File: src/rtl/core/mipsx_pkg.sv
// Shared definitions for the MIPS32 integer-subset execute block.
// Opcode and function codes, controller states and the divider status struct.
// Used by mipsx_div and mips32_instruction_execute_top.
package mipsx_pkg;

    localparam int          DMEM_BYTES_DEF = 4096;
    localparam logic [31:0] START_PC_RESET = 32'h0040_0000;
    localparam logic [31:0] SYSCALL_EXIT   = 32'd10;

    // Primary opcodes
    localparam logic [5:0] OP_RTYPE   = 6'h00;
    localparam logic [5:0] OP_REGIMM  = 6'h01;
    localparam logic [5:0] OP_J       = 6'h02;
    localparam logic [5:0] OP_BEQ     = 6'h04;
    localparam logic [5:0] OP_BNE     = 6'h05;
    localparam logic [5:0] OP_BLEZ    = 6'h06;
    localparam logic [5:0] OP_BGTZ    = 6'h07;
    localparam logic [5:0] OP_ADDI    = 6'h08;
    localparam logic [5:0] OP_ADDUI   = 6'h09;
    localparam logic [5:0] OP_SLTI    = 6'h0A;
    localparam logic [5:0] OP_SLTUI   = 6'h0B;
    localparam logic [5:0] OP_ORI     = 6'h0D;
    localparam logic [5:0] OP_LUI     = 6'h0F;
    localparam logic [5:0] OP_LB      = 6'h20;
    localparam logic [5:0] OP_LW      = 6'h23;
    localparam logic [5:0] OP_LBU     = 6'h24;
    localparam logic [5:0] OP_SB      = 6'h28;
    localparam logic [5:0] OP_SW      = 6'h2B;

    // Function codes of the register-format opcode
    localparam logic [5:0] FN_SLL     = 6'h00;
    localparam logic [5:0] FN_SRL     = 6'h02;
    localparam logic [5:0] FN_SRA     = 6'h03;
    localparam logic [5:0] FN_SYSCALL = 6'h0C;
    localparam logic [5:0] FN_MFHI    = 6'h10;
    localparam logic [5:0] FN_MTHI    = 6'h11;
    localparam logic [5:0] FN_MFLO    = 6'h12;
    localparam logic [5:0] FN_MULTU   = 6'h19;
    localparam logic [5:0] FN_DIV     = 6'h1A;
    localparam logic [5:0] FN_DIVU    = 6'h1B;
    localparam logic [5:0] FN_ADD     = 6'h20;
    localparam logic [5:0] FN_ADDU    = 6'h21;
    localparam logic [5:0] FN_SUB     = 6'h22;
    localparam logic [5:0] FN_SUBU    = 6'h23;
    localparam logic [5:0] FN_AND     = 6'h24;
    localparam logic [5:0] FN_OR      = 6'h25;
    localparam logic [5:0] FN_XOR     = 6'h26;
    localparam logic [5:0] FN_NOR     = 6'h27;
    localparam logic [5:0] FN_SLTU    = 6'h29;
    localparam logic [5:0] FN_SLT     = 6'h2A;

    typedef enum logic [2:0] {
        ST_CLEAR,
        ST_IDLE,
        ST_READ_RT,
        ST_EXEC,
        ST_MEM,
        ST_DIV,
        ST_DONE
    } state_t;

    typedef struct packed {
        logic        done;
        logic [31:0] quo;
        logic [31:0] rem;
    } div_res_t;

endpackage

File: src/rtl/core/mipsx_div.sv
// Iterative unsigned restoring divider, one quotient bit per cycle.
// Depends on mipsx_pkg for the result struct.
module mipsx_div (
    input  logic                aclk,
    input  logic                aresetn,
    input  logic                start,
    input  logic [31:0]         dividend,
    input  logic [31:0]         divisor,
    output mipsx_pkg::div_res_t res
);
    import mipsx_pkg::*;

    logic [31:0] quo_reg, quo_next;
    logic [31:0] rem_reg, rem_next;
    logic [31:0] dvs_reg, dvs_next;
    logic [5:0]  cnt_reg, cnt_next;
    logic        busy_reg, busy_next;
    logic        done_reg, done_next;
    logic [32:0] trial;
    logic [32:0] diff;

    always_ff @(posedge aclk) begin
        if (!aresetn) begin
            busy_reg <= 1'b0;
            done_reg <= 1'b0;
            cnt_reg  <= '0;
        end else begin
            busy_reg <= busy_next;
            done_reg <= done_next;
            cnt_reg  <= cnt_next;
        end
        quo_reg <= quo_next;
        rem_reg <= rem_next;
        dvs_reg <= dvs_next;
    end

    always_comb begin
        quo_next  = quo_reg;
        rem_next  = rem_reg;
        dvs_next  = dvs_reg;
        cnt_next  = cnt_reg;
        busy_next = busy_reg;
        done_next = 1'b0;
        trial     = {rem_reg, quo_reg[31]};
        diff      = trial - {1'b0, dvs_reg};
        if (start) begin
            quo_next  = dividend;
            rem_next  = '0;
            dvs_next  = divisor;
            cnt_next  = '0;
            busy_next = 1'b1;
        end else if (busy_reg) begin
            if (!diff[32]) begin
                rem_next = diff[31:0];
                quo_next = {quo_reg[30:0], 1'b1};
            end else begin
                rem_next = trial[31:0];
                quo_next = {quo_reg[30:0], 1'b0};
            end
            cnt_next = cnt_reg + 6'd1;
            if (cnt_reg == 6'd31) begin
                busy_next = 1'b0;
                done_next = 1'b1;
            end
        end
    end

    assign res.done = done_reg;
    assign res.quo  = quo_reg;
    assign res.rem  = rem_reg;

endmodule

File: config.mk
export PLATFORM = sky130hd
export DESIGN_NAME = mipsx_div
export DESIGN_NICKNAME = d
export VERILOG_FILES = /design/src/rtl/core/mipsx_pkg.sv /design/src/rtl/core/mipsx_div.sv
export SDC_FILE = /design/constraint.sdc
export NUM_CORES = 1
export LEC_CHECK = 0
export BUFFER_PORTS_ARGS = -buffer_cell sky130_fd_sc_hd__buf_2
export CAP_MARGIN = 20
export CELL_PAD_IN_SITES_DETAIL_PLACEMENT = 1
export CELL_PAD_IN_SITES_GLOBAL_PLACEMENT = 1
export CORE_UTILIZATION = 38
export DETAILED_ROUTE_END_ITERATION = 6
export PLACE_DENSITY_LB_ADDON = 0.1
export SLEW_MARGIN = 10
export SYNTH_ARGS = -nofsm -noshare
export SYNTH_HDL_FRONTEND = slang
export SYNTH_SLANG_ARGS = --single-unit
File: constraint.sdc
create_clock -name aclk -period 2.7 [get_ports aclk]
set_input_delay 0.135 -clock aclk [delete_from_list [all_inputs] [get_ports aclk]]
set_output_delay 0.135 -clock aclk [all_outputs]
set_load 0.02 [all_outputs]
==> results.txt <==
- Status: finished, violations left
- The checks that failed: negative setup slack.
* HPWL after detailed placement: between 10 and 15 mm
* Main synth FF type: sky130_fd_sc_hd__edfxtp_1
- CP required: roughly 3.0 ns
* Post-Syn Nets: 683
* Peak supply drop: 0.000366 V
- The post-route netlist has 43.7% of its cells at a drive strength greater than 1.
- Antenna viol nets, final: 0
- TritonCTS built the clock tree.
- Synthesis-to-layout area growth: 46.5%
* Aggregate global routing overflow: 0
- The die is approximately 130 µm wide.
* Mean area per synthesized cell: 10.2 µm²
* TritonCTS Buffers: 9
- Total of warnings raised by yosys: 0
- Filler cell count: 1739
* Worst hold-check path type: in2reg
- For the worst-skew pair, the clock arrives at the later sink with an insertion delay of 0.37 ns.
- CTS Sinks: between 100 and 150
- By area the synthesized netlist is led by sky130_fd_sc_hd__edfxtp_1 (32%), sky130_fd_sc_hd__dfxtp_1 (14%), sky130_fd_sc_hd__ha_1 (7.0%), sky130_fd_sc_hd__mux2_2 (5.9%), sky130_fd_sc_hd__nand2_1 (4.8%).
* Transition time at the pin with the least slew margin: 0.573 ns
- Cells fill between 50% and 60% of the core in the end.
- Library cell occupying the most area in the post-synthesis netlist: sky130_fd_sc_hd__edfxtp_1
- Initial cell density of the core: 38.9%
- The first detailed-routing pass took 4 iterations.
- The via count of the first global-routing pass came to 5822.
* Wire length of the first global-routing pass: approximately 29 mm
- Synthesis produced a netlist whose cell count is between 500 and 600.
* Number of core rows: 45
- Wire segments on met3 add up to ~950 µm in the final route.
* Flip-flop and latch count after synthesis: approximately 100
- IO Count: 132
- For this run, the register share of the synthesized area comes to between 40% and 50%.
* Number of inserted diodes: 0
- The multi-input combinational cells in the finished layout cover a total of ~3300 µm².
- After synthesis the cells add up to around 5900 µm².
- Post-Route Skew: between 0.009 and 0.01 ns
- The synthesized design devotes to its leading area cell type between 30% and 40% of total area.
- Routed Wire Length: ~18 mm
* Die ar.: 16100 µm²
- GPL Wtd Cong: 0.850
- Wire per inst: roughly 18 µm
* Data arrival time of the worst path: roughly 3.2 ns
* Highest signal layer in the routed design: met4
- Highest fanout seen on the critical path: 5
* Floorplan core area: between 15000 and 20000 µm²
- The worst setup path is captured at a register.
* Time the final worst path needs with I/O delays and setup: 2.90 ns
- Leakage power of the design: around 0.0038 µW
- Summing all flip-flop and latch instances after layout gives approximately 2700 µm².
- Adding up every negative setup slack in the final design gives -4.19 ns.
- Final Hold Violating Endpoints: 0
- DRC violations left: 0
* Period Utilization, post-route: 107%
* Setup crit start kind: register
* Maximum number of pins on one net before global-route repair: 97
- In this run, synthesis inferred 64 flip-flops with an integrated enable.
* Achievable frequency: 345 MHz
- Met2 wire length: ~9.0 mm
- Setup violations remaining at the end of the flow were counted as 33.
- After detailed routing, the wire length on met1 is roughly 8 mm.
- Of all flip-flops after synthesis, the portion carrying an async set or reset was 0%.
- For this design the ratio of total power to cell area is 543 nW/µm².
- Input and output buffers added on the ports amount to around 130.
* CTS clk-pin slew, worst paths: approximately 0.07 ns
- CTS built an H-tree with a depth of 3.
- In the routed layout, each cell is associated on average with a via count of between 5 and 6.
- The number of slew-limit violations in the final report came to 0.
- Clock Path Buffers: 2
- Routed via count: about 5.4k
- The setup path with the least slack is of type reg2reg.
- In the final design database the tool counted 938 nets.
- Measured along the y axis, the die boundary spans 127 µm.
- RSZ-0062 raised after global routing: true
- Gr usage total: 22.8%
- Antenna violations before repair: 0
* Final setup margin: -0.197 ns
- Maxcap violations: 0
- Max transition margin: just over 60%
- Initial DRC count: about 140
- Number of distinct library cells after synthesis: 61
- The root buffer cell chosen for the clock tree is sky130_fd_sc_hd__clkbuf_16.
[per-layer routing]
layer	vias to the layer above	GRT usage, %
met2	148	40.6
met4	0	7.14
li1	2614	-
met3	24	5.53
met1	2573	26.9
met5	-	0
[layout make-up]
type	instances	share of cell area (%)
clock buffers	10	2.64
clock inverters	6	0.880
inverters	39	1.69
multi-input cells	408	37.5
flip-flops and latches	104	31.5
well taps	188	2.71
repair buffers	275	23.1
[worst paths after layout]
kind                            from                        to  slack [ns]  depth (start not counted)
max             dvs_reg[0]$_DFFE_PP_  rem_reg[11]$_SDFFE_PP0P_       -0.20                         13
min                          aresetn       busy_reg$_SDFF_PN0_        0.05                          2
max reg2reg     dvs_reg[0]$_DFFE_PP_  rem_reg[11]$_SDFFE_PP0P_       -0.20                         13
min reg2reg  cnt_reg[5]$_SDFFE_PP0P_       done_reg$_SDFF_PP0_        0.48                          1
[Yosys cell counts, drive strengths merged, types with 6 or more instances]
cell type / number
a211oi: 10
a21o: 16
a21oi: 35
a311oi: 21
a31oi: 7
buf: 11
clkbuf: 20
dfxtp: 40
edfxtp: 64
ha: 33
inv: 39
mux2: 31
nand2: 75
nand3: 9
nand4: 6
nor2: 47
nor2b: 6
o21ai: 20
xnor2: 18
xor2: 17
[power breakdown]
part           switching [µW]  internal [µW]
sequential               74.6           1830
clock                     649            735
combinational             752            667
total                    1480           3230
[worst max-delay path: stages, from the launching register on]
cell and delay, ns:
sky130_fd_sc_hd__edfxtp_1 0.42, sky130_fd_sc_hd__ha_4 0.19, sky130_fd_sc_hd__fa_2 0.37, sky130_fd_sc_hd__nor2b_4 0.14
sky130_fd_sc_hd__o2111ai_2 0.14, sky130_fd_sc_hd__nand3_2 0.13, sky130_fd_sc_hd__a311oi_2 0.11, sky130_fd_sc_hd__o21ai_1 0.17
sky130_fd_sc_hd__o221a_4 0.27, sky130_fd_sc_hd__xor2_4 0.23, sky130_fd_sc_hd__buf_4 0.16, sky130_fd_sc_hd__clkbuf_16 0.14
sky130_fd_sc_hd__nand2_1 0.06, sky130_fd_sc_hd__a311oi_1 0.26
[cells by family after synthesis]
kind of cell,count (synthesis),synth area share (%)
AOI/OAI and AO/OA,142,17.8
xor gates and xnor gates,35,5.43
adders and majority gates,34,7.31
buffers and inverters,70,5.09
DFF,104,46.0
muxes,33,6.24
and+or+nand+nor,164,12.2
[through the flow]
| step | instance area, µm² | power (µW) | setup WS, ns | cells | hold WS (ns) |
|---|---|---|---|---|---|
| CTS | 8410 | 4670 | -0.129 | 1020 | 0.0420 |
| global placement | 7480 | 3130 | -0.0989 | 959 | 0.311 |
| global route | 8670 | 4930 | -0.321 | 1030 | 0.0400 |
| detailed placement | 7480 | 3160 | -0.191 | 959 | 0.313 |
| floorplan | 6030 | 2670 | -0.0839 | 582 | 0.234 |
| finish | 8670 | 4710 | -0.197 | 1030 | 0.0497 |
[cells in the final DEF (no fill, tap or decap), drive strengths merged, types with 20 or more instances in the layout]
cell	instances
mux2	31
o21ai	20
inv	41
edfxtp	64
a21oi	35
nor2	47
dlygate4sd3	32
dfxtp	40
buf	239
nand2	75
a311oi	21
ha	33
[what timing repair did]
item	CTS	global route
hold buffers	32	0
buffers inserted	12	8
pin swaps	17	8
gates cloned	2	4
endpoints found under the setup margin	33	33
hold endpoints to repair	32	0
resized for setup	37	27
No activity file was read; power rests on OpenSTA's default activity.
